File: config.mk
export PLATFORM = sky130hd
export DESIGN_NAME = dirty_region_splitter_unit
export DESIGN_NICKNAME = d
export VERILOG_FILES = /design/src/rtl/drs_pkg.sv /design/src/rtl/drs_region_calc.sv /design/src/rtl/drs_region_queue.sv /design/src/rtl/dirty_region_splitter_unit.sv
export VERILOG_INCLUDE_DIRS = /design/src /design/src/rtl
export SDC_FILE = /design/constraint.sdc
export NUM_CORES = 1
export LEC_CHECK = 0
export BUFFER_PORTS_ARGS = -buffer_cell sky130_fd_sc_hd__buf_2
export CAP_MARGIN = 20
export CORE_MARGIN = 2
export CORE_UTILIZATION = 35
export DETAILED_ROUTE_END_ITERATION = 10
export HOLD_SLACK_MARGIN = 0.06
export PLACE_DENSITY_LB_ADDON = 0.1
export SETUP_SLACK_MARGIN = 0.4
export SLEW_MARGIN = 20
export SYNTH_ARGS = -nofsm -noshare
export SYNTH_HDL_FRONTEND = slang
export SYNTH_SLANG_ARGS = --single-unit
File: constraint.sdc
create_clock -name clk -period 21.9 [get_ports clk]
set_input_delay 3.285 -clock clk [delete_from_list [all_inputs] [get_ports clk]]
set_output_delay 3.285 -clock clk [all_outputs]
set_load 0.01 [all_outputs]
File: src/rtl/dirty_region_splitter_unit_defines.svh
// Assertion macros used by the region queue of the dirty region splitter RTL.
`ifndef DIRTY_REGION_SPLITTER_UNIT_DEFINES_SVH
`define DIRTY_REGION_SPLITTER_UNIT_DEFINES_SVH

`ifndef SYNTHESIS
// Same-cycle implication, checked on every rising edge outside reset.
`define DRS_ASSERT_IMP(label, clk, rst, ante, cons, msg) \
  label: assert property (@(posedge clk) disable iff (rst) (ante) |-> (cons)) \
    else $error(msg);
// Next-cycle implication, checked on every rising edge outside reset.
`define DRS_ASSERT_NEXT(label, clk, rst, ante, cons, msg) \
  label: assert property (@(posedge clk) disable iff (rst) (ante) |=> (cons)) \
    else $error(msg);
`else
`define DRS_ASSERT_IMP(label, clk, rst, ante, cons, msg)
`define DRS_ASSERT_NEXT(label, clk, rst, ante, cons, msg)
`endif

`endif

File: src/rtl/drs_pkg.sv
// Types, constants and helper functions of the dirty region splitter.
package drs_pkg;

  localparam int COORD_BITS  = 16;
  localparam int SCREEN_BITS = 12;
  localparam int CFG_BITS    = 13;
  localparam int CFG_IDX_BITS = 2;
  localparam int KIND_BITS   = 3;
  localparam int NUM_SLOTS   = 5;

  // Working width for coordinate arithmetic: room for +-1 on a coordinate
  // and for comparing against a zero-extended configuration value.
  localparam int WORK_A = COORD_BITS + 2;
  localparam int WORK_B = (SCREEN_BITS + 2 > CFG_BITS + 1) ? SCREEN_BITS + 2 : CFG_BITS + 1;
  localparam int WORK_BITS = (WORK_A > WORK_B) ? WORK_A : WORK_B;

  localparam int SCREEN_LIM = 1 << SCREEN_BITS;

  localparam logic [CFG_IDX_BITS-1:0] REG_SCREEN_WIDTH  = CFG_IDX_BITS'(0);
  localparam logic [CFG_IDX_BITS-1:0] REG_SCREEN_HEIGHT = CFG_IDX_BITS'(1);

  localparam logic [CFG_BITS-1:0] SCREEN_WIDTH_RESET  = CFG_BITS'(240);
  localparam logic [CFG_BITS-1:0] SCREEN_HEIGHT_RESET = CFG_BITS'(320);

  localparam logic [KIND_BITS-1:0] KIND_TOP    = KIND_BITS'(0);
  localparam logic [KIND_BITS-1:0] KIND_BOTTOM = KIND_BITS'(1);
  localparam logic [KIND_BITS-1:0] KIND_LEFT   = KIND_BITS'(2);
  localparam logic [KIND_BITS-1:0] KIND_RIGHT  = KIND_BITS'(3);
  localparam logic [KIND_BITS-1:0] KIND_NEW    = KIND_BITS'(4);

  typedef logic signed [WORK_BITS-1:0] work_t;

  typedef struct packed {
    logic signed [COORD_BITS-1:0] old_x_min;
    logic signed [COORD_BITS-1:0] old_y_min;
    logic signed [COORD_BITS-1:0] old_x_max;
    logic signed [COORD_BITS-1:0] old_y_max;
    logic signed [COORD_BITS-1:0] new_x_min;
    logic signed [COORD_BITS-1:0] new_y_min;
    logic signed [COORD_BITS-1:0] new_x_max;
    logic signed [COORD_BITS-1:0] new_y_max;
  } drs_request_t;

  typedef struct packed {
    logic [SCREEN_BITS-1:0] region_x_min;
    logic [SCREEN_BITS-1:0] region_y_min;
    logic [SCREEN_BITS-1:0] region_x_max;
    logic [SCREEN_BITS-1:0] region_y_max;
    logic [KIND_BITS-1:0]   region_kind;
    logic                   last_region;
  } drs_result_t;

  typedef struct packed {
    logic [SCREEN_BITS-1:0] x_min;
    logic [SCREEN_BITS-1:0] y_min;
    logic [SCREEN_BITS-1:0] x_max;
    logic [SCREEN_BITS-1:0] y_max;
    logic [KIND_BITS-1:0]   kind;
  } drs_region_t;

  typedef struct packed {
    logic [NUM_SLOTS-1:0]        keep;
    drs_region_t [NUM_SLOTS-1:0] region;
  } drs_cand_set_t;

  function automatic work_t sext(logic signed [COORD_BITS-1:0] v);
    return work_t'({{(WORK_BITS-COORD_BITS){v[COORD_BITS-1]}}, v});
  endfunction

  function automatic work_t smin(work_t a, work_t b);
    return (a < b) ? a : b;
  endfunction

  function automatic work_t smax(work_t a, work_t b);
    return (a > b) ? a : b;
  endfunction

  // Screen size saturated to the addressable range, as a signed work value.
  function automatic work_t screen_limit(logic [CFG_BITS-1:0] size);
    work_t s;
    s = work_t'({{(WORK_BITS-CFG_BITS){1'b0}}, size});
    return (s > work_t'(SCREEN_LIM)) ? work_t'(SCREEN_LIM) : s;
  endfunction

  // A region survives when it is non-empty and touches the screen.
  function automatic logic clip_keep(work_t x0, work_t y0, work_t x1, work_t y1,
                                     work_t w, work_t h);
    return (x1 >= x0) && (y1 >= y0) && !x1[WORK_BITS-1] && !(x0 >= w) &&
           !y1[WORK_BITS-1] && !(y0 >= h);
  endfunction

  function automatic drs_region_t clip_region(work_t x0, work_t y0, work_t x1, work_t y1,
                                              work_t w, work_t h,
                                              logic [KIND_BITS-1:0] kind);
    drs_region_t r;
    work_t cx0;
    work_t cy0;
    work_t cx1;
    work_t cy1;
    cx0 = x0[WORK_BITS-1] ? '0 : x0;
    cy0 = y0[WORK_BITS-1] ? '0 : y0;
    cx1 = (x1 >= w) ? w - work_t'(1) : x1;
    cy1 = (y1 >= h) ? h - work_t'(1) : y1;
    r.x_min = cx0[SCREEN_BITS-1:0];
    r.y_min = cy0[SCREEN_BITS-1:0];
    r.x_max = cx1[SCREEN_BITS-1:0];
    r.y_max = cy1[SCREEN_BITS-1:0];
    r.kind  = kind;
    return r;
  endfunction

endpackage

File: src/rtl/drs_region_calc.sv
// Splits the old rectangle into bands and strips and clips every candidate.
module drs_region_calc (
  input  drs_pkg::drs_request_t               rect,
  input  logic [drs_pkg::CFG_BITS-1:0]        screen_width,
  input  logic [drs_pkg::CFG_BITS-1:0]        screen_height,
  output drs_pkg::drs_cand_set_t              cands
);

  drs_pkg::work_t ox0, oy0, ox1, oy1;
  drs_pkg::work_t nx0, ny0, nx1, ny1;
  drs_pkg::work_t ty0, ty1, mid0, mid1, lx1, rx0;
  drs_pkg::work_t w, h;
  logic o_ok, n_ok;

  always_comb begin
    ox0 = drs_pkg::sext(rect.old_x_min);
    oy0 = drs_pkg::sext(rect.old_y_min);
    ox1 = drs_pkg::sext(rect.old_x_max);
    oy1 = drs_pkg::sext(rect.old_y_max);
    nx0 = drs_pkg::sext(rect.new_x_min);
    ny0 = drs_pkg::sext(rect.new_y_min);
    nx1 = drs_pkg::sext(rect.new_x_max);
    ny1 = drs_pkg::sext(rect.new_y_max);
    w = drs_pkg::screen_limit(screen_width);
    h = drs_pkg::screen_limit(screen_height);

    o_ok = (ox1 >= ox0) && (oy1 >= oy0);
    n_ok = (nx1 >= nx0) && (ny1 >= ny0);

    // Without a new rectangle the top band takes the whole old area.
    if (n_ok) begin
      ty1 = drs_pkg::smin(oy1, drs_pkg::smax(oy0, ny0) - drs_pkg::work_t'(1));
      ty0 = drs_pkg::smax(oy0, drs_pkg::smin(oy1, ny1) + drs_pkg::work_t'(1));
    end else begin
      ty1 = oy1;
      ty0 = oy1 + drs_pkg::work_t'(1);
    end
    mid0 = ty1 + drs_pkg::work_t'(1);
    mid1 = ty0 - drs_pkg::work_t'(1);
    lx1  = drs_pkg::smin(ox1, nx0 - drs_pkg::work_t'(1));
    rx0  = drs_pkg::smax(ox0, nx1 + drs_pkg::work_t'(1));

    cands.keep[0] = o_ok && drs_pkg::clip_keep(ox0, oy0, ox1, ty1, w, h);
    cands.keep[1] = o_ok && drs_pkg::clip_keep(ox0, ty0, ox1, oy1, w, h);
    cands.keep[2] = o_ok && n_ok && drs_pkg::clip_keep(ox0, mid0, lx1, mid1, w, h);
    cands.keep[3] = o_ok && n_ok && drs_pkg::clip_keep(rx0, mid0, ox1, mid1, w, h);
    cands.keep[4] = n_ok && drs_pkg::clip_keep(nx0, ny0, nx1, ny1, w, h);

    cands.region[0] = drs_pkg::clip_region(ox0, oy0, ox1, ty1, w, h, drs_pkg::KIND_TOP);
    cands.region[1] = drs_pkg::clip_region(ox0, ty0, ox1, oy1, w, h, drs_pkg::KIND_BOTTOM);
    cands.region[2] = drs_pkg::clip_region(ox0, mid0, lx1, mid1, w, h, drs_pkg::KIND_LEFT);
    cands.region[3] = drs_pkg::clip_region(rx0, mid0, ox1, mid1, w, h, drs_pkg::KIND_RIGHT);
    cands.region[4] = drs_pkg::clip_region(nx0, ny0, nx1, ny1, w, h, drs_pkg::KIND_NEW);
  end

endmodule

File: src/rtl/drs_region_queue.sv
// Holds the surviving regions of one request and sends them out one per cycle.
`include "dirty_region_splitter_unit_defines.svh"

module drs_region_queue (
  input  logic                   clk,
  input  logic                   rst,
  input  logic                   in_valid,
  input  drs_pkg::drs_cand_set_t cands,
  output logic                   free,
  output logic                   result_valid,
  output drs_pkg::drs_result_t   result
);

  logic [drs_pkg::NUM_SLOTS-1:0]        mask;
  logic [drs_pkg::NUM_SLOTS-1:0]        mask_next;
  drs_pkg::drs_region_t [drs_pkg::NUM_SLOTS-1:0] entries;
  logic [drs_pkg::NUM_SLOTS-1:0]        pick;
  logic [drs_pkg::NUM_SLOTS-1:0]        rest;
  logic                                 load;
  drs_pkg::drs_region_t                 sel;

  always_comb begin
    pick = mask & (~mask + drs_pkg::NUM_SLOTS'(1));
    rest = mask & ~pick;
    // The queue can take a new set when it is empty or sends its last entry now.
    free = (rest == '0);
    load = in_valid && free;
    mask_next = load ? cands.keep : rest;
    sel = '0;
    for (int i = 0; i < drs_pkg::NUM_SLOTS; i++) begin
      if (pick[i]) begin
        sel = entries[i];
      end
    end
    result_valid        = (mask != '0);
    result.region_x_min = sel.x_min;
    result.region_y_min = sel.y_min;
    result.region_x_max = sel.x_max;
    result.region_y_max = sel.y_max;
    result.region_kind  = sel.kind;
    result.last_region  = (rest == '0);
  end

  always_ff @(posedge clk) begin
    if (rst) begin
      mask <= '0;
    end else begin
      mask <= mask_next;
    end
  end

  always_ff @(posedge clk) begin
    if (load) begin
      entries <= cands.region;
    end
  end

  `DRS_ASSERT_IMP(a_pick_onehot, clk, rst, result_valid, $onehot(pick), "no single entry picked")
  `DRS_ASSERT_IMP(a_load_when_done, clk, rst, load, $countones(mask) <= 1, "set overwritten")
  `DRS_ASSERT_NEXT(a_more_follow, clk, rst, result_valid && !result.last_region, result_valid,
                   "region lost before last")
  `DRS_ASSERT_NEXT(a_idle_after_last, clk, rst,
                   result_valid && result.last_region && !load, !result_valid,
                   "region after last without new set")

endmodule

File: src/rtl/dirty_region_splitter_unit.sv
// Dirty region splitter: an accepted request goes through the request register into the region queue.
// A request yielding n regions sends them on consecutive cycles; throughput is set by the
// single result port (at most 5 regions per request), and a new request is taken while regions still go out.
// busy rises while a captured request waits for the region queue to drain.
// Synchronous reset empties the request register and queue and sets the screen to 240x320.
// Results cannot be stalled; each is presented for exactly one cycle.
module dirty_region_splitter_unit (
  input  logic                              clk,
  input  logic                              rst,
  input  logic                              start,
  output logic                              busy,
  input  drs_pkg::drs_request_t             rect,
  input  logic                              cfg_valid,
  output logic                              cfg_ready,
  input  logic [drs_pkg::CFG_IDX_BITS-1:0]  cfg_index,
  input  logic [drs_pkg::CFG_BITS-1:0]      cfg_data,
  output logic                              result_valid,
  output drs_pkg::drs_result_t              result
);

  logic [drs_pkg::CFG_BITS-1:0] screen_width;
  logic [drs_pkg::CFG_BITS-1:0] screen_height;
  drs_pkg::drs_request_t        rect_reg;
  logic                         in_valid;
  logic                         free;
  logic                         accept;
  drs_pkg::drs_cand_set_t       cands;

  assign cfg_ready = 1'b1;
  assign busy      = in_valid && !free;
  assign accept    = start && !busy;

  always_ff @(posedge clk) begin
    if (rst) begin
      screen_width  <= drs_pkg::SCREEN_WIDTH_RESET;
      screen_height <= drs_pkg::SCREEN_HEIGHT_RESET;
    end else if (cfg_valid) begin
      unique case (cfg_index)
        drs_pkg::REG_SCREEN_WIDTH:  screen_width  <= cfg_data;
        drs_pkg::REG_SCREEN_HEIGHT: screen_height <= cfg_data;
        default: begin
        end
      endcase
    end
  end

  // The request register empties into the queue whenever the queue is free.
  always_ff @(posedge clk) begin
    if (rst) begin
      in_valid <= 1'b0;
    end else if (accept) begin
      in_valid <= 1'b1;
    end else if (free) begin
      in_valid <= 1'b0;
    end
  end

  always_ff @(posedge clk) begin
    if (accept) begin
      rect_reg <= rect;
    end
  end

  drs_region_calc u_calc (
    .rect          (rect_reg),
    .screen_width  (screen_width),
    .screen_height (screen_height),
    .cands         (cands)
  );

  drs_region_queue u_queue (
    .clk          (clk),
    .rst          (rst),
    .in_valid     (in_valid),
    .cands        (cands),
    .free         (free),
    .result_valid (result_valid),
    .result       (result)
  );

endmodule

-- After elaboration in Yosys (flattened, before gate mapping)
Cells that the tools add are included.
- input bits: 147
- logic and storage cells: 154
- bits in registers: 328
- output and inout bits: 55
- reduce and logical (&&, ||, !) cells: 57
- order comparisons: 31
- bitwise logic cells: 4
- add/sub/neg operators: 10
- equality and inequality tests: 1
- multiplexer cells: 25
- operators by type and width (operator ; count):
    $mux W51 ; 5
    $mux W18 ; 8
    $ge A16 B14 Y1 ; 8
    $ge A18 B14 Y1 ; 6
    $mux W12 ; 7
    $ge A16 B16 Y1 ; 4
    $add A18 B2 Y18 const B ; 2
    $ge A16 B18 Y1 ; 2
    $ge A18 B16 Y1 ; 2
    $sub A18 B2 Y18 const B ; 2
    $logic_and A1 B1 Y1 ; 35
    $add A16 B2 Y17 const B ; 2
    $gt A13 B13 Y1 const B ; 2
    $mux W13 ; 2
    $sub A12 B2 Y12 const B ; 2
    $ge A18 B18 Y1 ; 1
    $gt A16 B18 Y1 ; 1
    $lt A16 B18 Y1 ; 1
    $gt A16 B17 Y1 ; 1
    $lt A16 B17 Y1 ; 1
    $sub A16 B2 Y17 const B ; 1
    $gt A16 B16 Y1 ; 1
    $logic_not A1 Y1 ; 16
    $lt A16 B16 Y1 ; 1
    11 further kinds ; 15

-- Longest topological paths before layout
Gate-level depths: netlist of the first run.
- depth in word-level cells: 15
- mapped depth: 52
- gate-level depth less buffers: 47

-- Modules after synthesis
From an unflattened synthesis of the first run, not the netlist that was laid out.
- cells, all modules: 3234
- area total of the unflattened synthesis: 32543.7 µm²
- by module, submodules not included (module ; cells an instance ; sequential area each (µm²) ; times used ; area each (µm²)):
    drs_region_calc ; 2397 ; 0.0 ; 1 ; 17107.7
    drs_region_queue ; 597 ; 7757.4 ; 1 ; 10447.5
    dirty_region_splitter_unit ; 240 ; 4384.2 ; 1 ; 4988.5

-- Worst setup path before layout of the first run
No wires, ideal clock.
- kind: register -> register
- start: register u_queue.mask[3] (netlist bit)
- end: register u_queue.mask[1] (netlist bit)
- path slack: 11.297 ns
- buffers on the path: 1
- setup time: 0.075 ns
- data required time: 21.825 ns
- clock period less this slack: 10.603 ns
- arrival: 10.528 ns
- stages on the path, launching flop included: 12
- cell sequence: dfxtp_1 -> clkbuf_1 -> nor2_1 -> nor2_1 -> o21a_1 -> o22a_1 -> nor2b_1 -> o2111ai_1 -> or3_1 -> a2111oi_0 -> o21ai_0 -> o22ai_1
- longest elaborated chain between the ends: 8
- ends and longest elaborated chain (item ; line ; RTL):
    start, declared ; drs_region_queue.sv:14 ; logic [drs_pkg::NUM_SLOTS-1:0] mask;
    start signal, assigned ; drs_region_queue.sv:48 ; mask <= mask_next;
    $not A5 Y5 ; drs_region_queue.sv:23 ; pick = mask & (~mask + drs_pkg::NUM_SLOTS'(1));
    $add A5 B1 Y5 ; drs_region_queue.sv:23 ;
    $and A5 B5 Y5 ; drs_region_queue.sv:23 ;
    $not A5 Y5 ; drs_region_queue.sv:24 ; rest = mask & ~pick;
    $and A5 B5 Y5 * ; drs_region_queue.sv:24 ;
    $logic_not A5 Y1 * ; drs_region_queue.sv:26 ; free = (rest == '0);
    $logic_and A1 B1 Y1 * ; drs_region_queue.sv:27 ; load = in_valid && free;
    named net u_queue.load ; drs_region_queue.sv:19 ; logic load;
    $mux W5 * ; drs_region_queue.sv:28 ; mask_next = load ? cands.keep : rest;
The timed path passes the listed nets; every way through them passes the cells marked *.
A chain may end at the register's enable or synchronous reset.

-- Worst setup path after layout of the first run
- start: register rect_reg[47] (netlist bit)
- end: register u_queue.mask[2] (netlist bit)
- longest elaborated chain between the ends: 15
- elaborated cells between the ends (all ways): 23
- classes of those cells: add/sub (3); order compare (5); mux (5); reduce/logical (10)
- ends and longest elaborated chain (item ; line ; RTL):
    start, declared ; dirty_region_splitter_unit.sv:23 ; drs_pkg::drs_request_t rect_reg;
    start signal, assigned ; dirty_region_splitter_unit.sv:60 ; rect_reg <= rect;
    $gt A16 B16 Y1 ; drs_pkg.sv:75 ; return (a > b) ? a : b;
    $mux W18 ; drs_pkg.sv:75 ;
    $sub A18 B2 Y18 ; drs_region_calc.sv:32 ; ty1 = drs_pkg::smin(oy1, drs_pkg::smax(oy0, ny0) - drs_pkg::work_t'(1));
    $lt A16 B18 Y1 ; drs_pkg.sv:71 ; return (a < b) ? a : b;
    $mux W18 ; drs_pkg.sv:71 ;
    $mux W18 ; drs_region_calc.sv:31 ; if (n_ok) begin
    $add A18 B2 Y18 ; drs_region_calc.sv:38 ; mid0 = ty1 + drs_pkg::work_t'(1);
    $ge A18 B18 Y1 ; drs_pkg.sv:88 ; return (x1 >= x0) && (y1 >= y0) && !x1[WORK_BITS-1] && !(x0 >= w) &&
    $logic_and A1 B1 Y1 (4 in a row) ; drs_pkg.sv:88 ;
    $logic_and A1 B1 Y1 ; drs_pkg.sv:89 ; !y1[WORK_BITS-1] && !(y0 >= h);
    $logic_and A1 B1 Y1 * ; drs_region_calc.sv:45 ; cands.keep[2] = o_ok && n_ok && drs_pkg::clip_keep(ox0, mid0, lx1, mid1, w, h);
    $mux W5 * ; drs_region_queue.sv:28 ;
Every way passes the cells marked *; elsewhere a longest branch is shown, timed or not.

==> results of run 1 <==
routing by layer:
metal,up-vias,global-route usage [%],wire length (µm)
li1,11100,-,-
met1,11500,33.0,46400
met5,-,0,0
met4,0,14.6,6750
met2,797,49.7,56600
met3,230,3.10,5220
layout by cell type, fill, tap and decap left out, types with 70 or more instances in the layout:
master	count
a21o_1	70
o21ai_0	133
edfxtp_1	296
a21oi_1	190
nor2_1	268
xnor2_1	118
nand2_1	204
ha_1	426
nand3_1	83
inv_1	228
buf_2	200
cell families after synthesis:
logic type,Yosys count,synth area share (%)
mux,106,4.31
fa+ha+maj,433,19.7
simple gates,899,16.2
flops,328,34.8
compound gates,661,15.9
buf+inv,325,4.59
xor+xnor,144,4.63
other cells,1,0.0137
final timing paths:
kind                     from          endpoint  slack, ns  cells past startpoint
max              rect_reg[47]   u_queue.mask[2]       9.69                     40
min          screen_height[5]  screen_height[5]       0.46                      2
max reg2reg      rect_reg[47]   u_queue.mask[2]       9.69                     40
min reg2reg  screen_height[5]  screen_height[5]       0.46                      2
power groups by stage:
stage	Combinational (W)	Sequential, W	Clock (W)
finish	0.000773	0.000778	0.000687
global route	0.000849	0.000781	0.000727
CTS	0.000765	0.000778	0.000705
detailed placement	0.000759	0.000791	0
global placement	0.000750	0.000790	0
floorplan	0.000504	0.000773	0
critical path: cells and delay by family, from the launching register on:
| family | cells | cell delay [ns] |
|---|---|---|
| flip-flops | 1 | 0.60 |
| AO/OA/AOI/OAI | 13 | 3.69 |
| XOR/XNOR | 2 | 0.57 |
| multiplexers | 1 | 0.32 |
| AND/OR/NAND/NOR | 13 | 3.03 |
| buffers and inverters | 4 | 1.17 |
| adder cells (fa/ha/maj) | 7 | 2.67 |
area by class of cell:
class	count	area share [%]
Antenna cell	2	0.0160
Clock buffer	47	3.39
Clock inverter	27	0.902
Inverter	231	2.78
Multi-Input combinational cell	2244	53.5
Sequential cell	328	30.5
Tap cell	1040	4.17
Timing Repair Buffer	260	4.65
stage by stage:
stage	instances	hold slack (ns)	utilization, %	total power, W
after floorplan	2897	0.432	-	0.00128
after global placement	4103	0.447	38.5	0.00154
after detailed placement	4103	0.455	38.5	0.00155
after CTS	4177	0.462	40.3	0.00225
after global routing	4177	0.487	40.3	0.00236
final	4179	0.463	40.3	0.00224
==> metrics, run 1 <==
dpl hpwl 91600 µm; Max FO, Critical Path 50; Reg area 9530 µm²; Max clock buf depth 3; Switching Fraction 36.5%; H-tree depth 2; RSZ-0062 raised after global routing no; io pins 202; RePlAce Congestion 0.997; drt pass-1 iters 6; fin crit share 55.7%; area of the multi-input gates 16700 µm²; final worst slack 9.69 ns; Synth cell types 102; Worst VDD drop 0.0626 mV; wire per inst 27.5 µm; Hold Crit Class reg -> reg; final setup TNS 0 ns; Leakage 13.3 nW; total clock sinks 328; crit end category flop; FF+latch count, synth 328; CTS Root Cell clkbuf_16; combinational share of power 34.5%; final net count 3678; top-area cell type share of the netlist area 32.4%; vias in the first global route 24000; Gates resized, CTS repair 0; WS Path Type reg -> reg; Port Buffer Count 200; Critical Path Most Common Cell ha_1; Clock transition at path regs 0.06 ns; drt total wl 115000 µm; placed cell areas 29800 µm²; Mapped Area 27400 µm²; Via-to-Cell Ratio 5.65; hold-fix buffer count after cts 0; top cells by area, synth edfxtp_1 (32%), ha_1 (19%), xnor2_1 (3.8%), nor2_1 (3.7%), a21oi_1 (3.5%); Die Height 284 µm; most frequent cell after synthesis ha_1; Setup Buffers After CTS 0; # rows 102; P_sw 0.000818 W; Seq/Total Area, Yosys 34.8%; first-pass GRT wire length 166000 µm; CORE AREA 77500 µm²; syn nets 3470; Pint 0.00142 W; Worst path max stage delay 0.74 ns; final slew viol count 0; clock buffer count from CTS 40; Synth-to-Final Area Change 13.8%; max reg flops 168; worst rel slew slack 22.8%; cell area after layout 31200 µm²; Setup violations, final 0; largest net degree at the start of global routing 74; pre-CTS setup slack 10.12 ns; slowest CP cell o31ai_1; status completed; CP required 22.36 ns; Routed Antenna Nets 0; DRC 0; Post-synth EDFFs 296; crit path launch type flop; PwrDens 71.8 nW/µm²; number of DRC markers in iteration 0 1731; Skew-Pair Late Insertion Delay 0.59 ns; initial antenna violation count 2; final hold vios 0; Vias 23600; syn avg cell area 9.47 µm²; Cells after Synth 2897; Seq pwr share 34.8%; die width 284 µm; Critical Path AT 12.66 ns; Synth top cells by count ha_1 (426), edfxtp_1 (296), nor2_1 (268); YS warnings 0; CTS tree built; DIE AREA 80600 µm²; Worst Skew 0.0148 ns; Tmin final 12.21 ns; clock power share 30.7%; post-synthesis async set-or-reset flop share 0%; Starting Density 35.4%; share of cells above drive strength 1 13.7%; Max Cap Viol 0; Synth Flop Type edfxtp_1; Yosys top cell by area edfxtp_1; Worst Tran Pin Value 1.16 ns; # fillers 7842; Achievable Freq 81.9 MHz; GRT Overall Usage 28.0%; total gr overflow 0
No activity file was read; power rests on OpenSTA's default activity.
==> inputs of run 2 (changes only) <==
Clock period 21.9 ns to 11.8 ns, I/O delays scaled along.
==> run 2 against run 1 <==
Against the previous run:
- cell area grew 1.0%
- sequential cell count unchanged
- cell count up 0.62%
- combinational power grew 91%
- register-to-register slack worse by 8.4 ns
- clock skew up 0.023 ns
- largest cell class unchanged
- first-iteration DRC count rose by 26%
- utilization up 0.41 points
- clock power is 97% higher
==> metrics, run 2 (synthesis results as in run 1) <==
Max Cap Viol 0 (unchanged); Hold Crit Class reg -> reg (unchanged); Placed Cells 4123 (was 4103); DRC 0 (unchanged); die width 284 µm (unchanged); Vias 23700 (was 23600); Power Total 0.00426 W (was 0.00224 W); WS Path Type reg -> reg (unchanged); Synth-to-Final Area Change 14.9% (was 13.8%); post-layout util 40.7% (was 40.3%); pre-CTS setup slack 0.241 ns (was 10.12 ns); commonest non-fill, non-tap cell in the layout ha_1 (unchanged); Setup violations, final 0 (unchanged); RePlAce Congestion 0.987 (was 0.997); io pins 202 (unchanged); CP required 12.27 ns (was 22.36 ns); worst rel slew slack 22.4% (was 22.8%); slowest CP cell a2111oi_0 (was o31ai_1); fin crit share 89.4% (was 55.7%); crit path launch type flop (unchanged); vias in the first global route 23800 (was 24000); final hold vios 0 (unchanged); DIE AREA 80600 µm² (unchanged); Worst Tran Pin Value 1.15 ns (was 1.16 ns); Worst Skew 0.0376 ns (was 0.0148 ns); first-pass GRT wire length 167000 µm (was 166000 µm); Worst VDD drop 0.102 mV (was 0.0626 mV); drt pass-1 iters 7 (was 6); Die Height 284 µm (unchanged); RSZ-0062 raised after global routing no (unchanged); Skew-Pair Late Insertion Delay 0.60 ns (was 0.59 ns); largest net degree at the start of global routing 78 (was 74); Worst path max stage delay 0.60 ns (was 0.74 ns); number of DRC markers in iteration 0 2178 (was 1731); Starting Density 35.4% (unchanged); PwrDens 135 nW/µm² (was 71.8 nW/µm²); wire per inst 27.7 µm (was 27.5 µm); Via-to-Cell Ratio 5.63 (was 5.65); H-tree depth 2 (unchanged); clock buffer count from CTS 42 (was 40); Critical Path Most Common Cell nand4_1 (was ha_1); Port Buffer Count 200 (unchanged); status completed (unchanged); Max FO, Critical Path 11 (was 50); Leakage 13.5 nW (was 13.3 nW); Critical Path AT 11.02 ns (was 12.66 ns); total clock sinks 328 (unchanged); drt total wl 117000 µm (was 115000 µm); Clock transition at path regs 0.06 ns (about the same); commonest cells after routing, fill and taps aside ha_1 (424), edfxtp_1 (296), nor2_1 (268) (was ha_1 (426), edfxtp_1 (296), nor2_1 (268)); final slew viol count 0 (unchanged); CTS Root Cell clkbuf_16 (unchanged); dpl hpwl 92900 µm (was 91600 µm); Routed Antenna Nets 0 (unchanged); CORE AREA 77500 µm² (unchanged); Achievable Freq 94.8 MHz (was 81.9 MHz); Tmin final 10.55 ns (was 12.21 ns); max reg flops 168 (unchanged); Non-Filler Instances 4205 (was 4179); CTS tree built (unchanged); final worst slack 1.25 ns (was 9.69 ns); initial antenna violation count 5 (was 2); final net count 3707 (was 3678); # rows 102 (unchanged); Max clock buf depth 3 (unchanged); crit end category flop (unchanged); GRT Overall Usage 28.4% (was 28.0%); total gr overflow 0 (unchanged); final setup TNS 0 ns (unchanged); share of cells above drive strength 1 14.5% (was 13.7%)
run 2: cell type report:
class,count,area [µm²]
timing repair buffer,287,1650
tap,1040,1300
fill,7827,45900
multi-input combinational,2244,16700
sequential,328,9530
clock inverter,23,312
clock buffer,50,1100
inverter,231,867
antenna,2,5.00
run 2: repair_timing:
| action | 4_1_cts | 5_1_grt |
|---|---|---|
| buffers inserted | 0 | 7 |
| pin swaps | 0 | 1 |
| endpoints found under the hold margin | 0 | 0 |
| setup endpoints to repair | 2 | 27 |
| hold buffers | 0 | 0 |
| resized for setup | 1 | 10 |
run 2: per-stage QoR:
stage	cell area (µm²)	hold slack [ns]
floorplan	27400	0.432
global placement	30000	0.446
global route	31500	0.472
CTS	31400	0.458
detailed placement	30000	0.450
finish	31500	0.456
run 2: path summary, 6_finish.rpt:
path              cells after the start         startpoint                end  slack [ns]
setup / recovery                     40       rect_reg[47]    u_queue.mask[2]        1.25
hold / removal                        2  screen_height[10]  screen_height[10]        0.46
setup reg to reg                     40       rect_reg[47]    u_queue.mask[2]        1.25
hold reg to reg                       2  screen_height[10]  screen_height[10]        0.46
run 2: where the power goes:
| part | leakage (nW) | total [W] | internal [W] | switching, W |
|---|---|---|---|---|
| Combinational | 9.69 | 0.00148 | 0.000553 | 0.000927 |
| Sequential | 3.11 | 0.00144 | 0.00137 | 0.0000691 |
| Clock | 0.686 | 0.00135 | 0.000801 | 0.000544 |
run 2: critical path: cells and delay by family, from the launching register on:
kind            cells  cell delay, ns
fa+ha+maj           7            2.42
simple gates       14            2.64
buf+inv             3            0.58
compound gates     13            3.45
mux                 1            0.37
xor+xnor            2            0.44
flops               1            0.51
run 2: routing by layer:
metal	part of all wire [%]	vias to the layer above	wire length (µm)	GRT usage [%]
met5	0.022	-	26	0
met4	6.7	4	7760	16.6
met3	4.5	238	5270	3.00
met2	49	797	56800	49.7
met1	40	11500	46700	33.6
li1	-	11200	-	-
==> inputs of run 3 (changes only) <==
Settings changed: CORE_UTILIZATION 35 to 62, PLACE_DENSITY set to 0.88, PLACE_DENSITY_LB_ADDON 0.1 to unset.
==> run 3 against run 2 <==
Against the previous run:
- non-clock buffer count fell by 21
- critical path depth rose by 6
- register-to-register slack got worse by 0.12 ns
- sequential power barely moved
- global-route usage rose by 19 points
- setup slack got worse by 0.12 ns
- sequential cell count did not move
- critical endpoint is now u_queue.entries[109]
==> metrics, run 3 (synthesis results as in run 1) <==
status completed (unchanged); Power Total 0.00407 W (was 0.00426 W); r2r endpoint u_queue.entries[109] (was u_queue.mask[2]); # fillers 3296 (was 7827); CP required 12.14 ns (was 12.27 ns); Worst Tran Pin Value 1.17 ns (was 1.15 ns); dpl hpwl 83000 µm (was 92900 µm); r2r worst-path depth 46 (was 40); Tmin final 10.68 ns (was 10.55 ns); largest net degree at the start of global routing 81 (was 78); WS Path Type reg -> reg (unchanged); crit path launch type flop (unchanged); Setup violations, final 0 (unchanged); fin crit share 90.5% (was 89.4%); Via-to-Cell Ratio 6.83 (was 5.63); Non-Filler Instances 3728 (was 4205); commonest cells after routing, fill and taps aside ha_1 (425), edfxtp_1 (296), nor2_1 (268) (was ha_1 (424), edfxtp_1 (296), nor2_1 (268)); final setup TNS 0 ns (unchanged); vias in the first global route 25600 (was 23800); first-pass GRT wire length 160000 µm (was 167000 µm); Critical Path Most Common Cell o21a_1 (was nand4_1); Placed Cells 3657 (was 4123); Routed Antenna Nets 0 (unchanged); Critical Path AT 11.01 ns (was 11.02 ns); CORE AREA 43900 µm² (was 77500 µm²); Leakage 13.3 nW (was 13.5 nW); Synth-to-Final Area Change 11.3% (was 14.9%); PwrDens 133 nW/µm² (was 135 nW/µm²); final slew viol count 0 (unchanged); io pins 202 (unchanged); CTS Root Cell clkbuf_16 (unchanged); Hold Crit Class reg -> reg (unchanged); Max FO, Critical Path 13 (was 11); max reg flops 168 (unchanged); Vias 25500 (was 23700); Setup crit end u_queue.entries[109] (was u_queue.mask[2]); total clock sinks 328 (unchanged); total gr overflow 0 (unchanged); crit end category flop (unchanged); Max Cap Viol 0 (unchanged); Clock transition at path regs 0.06 ns (about the same); RR Startpoint rect_reg[15] (was rect_reg[47]); commonest non-fill, non-tap cell in the layout ha_1 (unchanged); slowest CP cell edfxtp_1 (was a2111oi_0); RSZ-0062 raised after global routing no (unchanged); final hold vios 0 (unchanged); GRT Overall Usage 47.1% (was 28.4%); Port Buffer Count 200 (unchanged); area of the multi-input gates 16700 µm² (about the same); # rows 77 (was 102); RePlAce Congestion 1.08 (was 0.987); drt total wl 109000 µm (was 117000 µm); Worst Skew 0.0149 ns (was 0.0376 ns); Worst path max stage delay 0.54 ns (was 0.60 ns); Achievable Freq 93.7 MHz (was 94.8 MHz); Max clock buf depth 3 (unchanged); share of cells above drive strength 1 13.8% (was 14.5%); DRC 0 (unchanged); Setup crit start rect_reg[15] (was rect_reg[47]); Worst VDD drop 0.196 mV (was 0.102 mV); DIE AREA 45900 µm² (was 80600 µm²); Reg area 9530 µm² (unchanged); die width 214 µm (was 284 µm); worst rel slew slack 21.1% (was 22.4%); R2R setup slack 1.12 ns (was 1.25 ns); final net count 3682 (was 3707); H-tree depth 2 (unchanged); drt pass-1 iters 6 (was 7); wire per inst 29.3 µm (was 27.7 µm); clock buffer count from CTS 38 (was 42); CTS tree built (unchanged); Die Height 214 µm (was 284 µm); Starting Density 62.4% (was 35.4%); Skew-Pair Late Insertion Delay 0.59 ns (was 0.60 ns); number of DRC markers in iteration 0 3250 (was 2178); initial antenna violation count 6 (was 5)
## run 3: changes by cell type in the layout (fill, tap and decap cells not counted), moves of 2 or more
| cell | change |
|---|---|
| clkbuf_1 | -4 |
| clkinvlp_4 | +3 |
| a21oi_2 | -2 |
| clkinv_4 | -2 |
| clkbuf_16 | -5 |
| inv_4 | +2 |
| bufinv_16 | -4 |
| a21oi_1 | +2 |
| buf_4 | -21 |
## run 3: area by class of cell
| cell class | count | area share, % |
|---|---|---|
| diodes | 3 | 0.0246 |
| clock buffers | 43 | 3.22 |
| clock inverters | 21 | 0.574 |
| inverters | 231 | 2.84 |
| multi-input cells | 2244 | 54.8 |
| flip-flops and latches | 328 | 31.2 |
| well taps | 592 | 2.43 |
| repair buffers | 266 | 4.90 |
## run 3: worst max-delay path, delay by kind of cell (launching register included)
kind	cells	cell delay [ns]
AOI/OAI and AO/OA	18	4.13
xor gates and xnor gates	1	0.14
adders and majority gates	5	1.60
buffers and inverters	5	0.44
DFF	1	0.54
muxes	2	0.57
and+or+nand+nor	15	2.98
## run 3: how the worst min path moves through the flow
stage | from | to | slack, ns | cells after the start
final | screen_height[10] | screen_height[10] | 0.46 | 2
after global routing | screen_height[9] | screen_height[9] | 0.49 | 2
after CTS | screen_height[7] | screen_height[7] | 0.46 | 2
after detailed placement | screen_height[7] | screen_height[7] | 0.45 | 2
after global placement | screen_height[10] | screen_height[10] | 0.44 | 2
after floorplan | screen_height[10] | screen_height[10] | 0.43 | 2
## run 3: power breakdown
group          internal, W  leakage [nW]  switching (W)
clock             0.000642         0.561       0.000508
combinational     0.000551          9.59       0.000927
sequential         0.00137          3.11      0.0000715
total              0.00256          13.3        0.00151
## run 3: timing repair
item | CTS | global route
setup endpoints to repair | 0 | 14
hold endpoints to repair | 0 | 0
hold buffers | 0 | 0
gates resized for setup | 0 | 5
setup buffers | 0 | 4
## run 3: routing by layer
metal  part of all wire, %  global-route usage, %  vias up  wire, µm
li1                      -                      -    11100         -
met1                    34                   52.8    11900     37500
met2                    45                   75.4     1771     48700
met3                    10                   11.3      625     11100
met4                    11                   40.9        8     11800
met5                 0.051                      0        -        56
## run 3: per-stage QoR
step	area, µm²	utilization, %	worst slack (ns)	hold slack, ns
detailed placement	29300	66.7	0.759	0.449
floorplan	27400	-	1.20	0.432
finish	30500	69.5	1.12	0.464
global placement	29300	66.7	0.934	0.441
global route	30500	69.5	0.503	0.491
CTS	30500	69.3	0.714	0.458
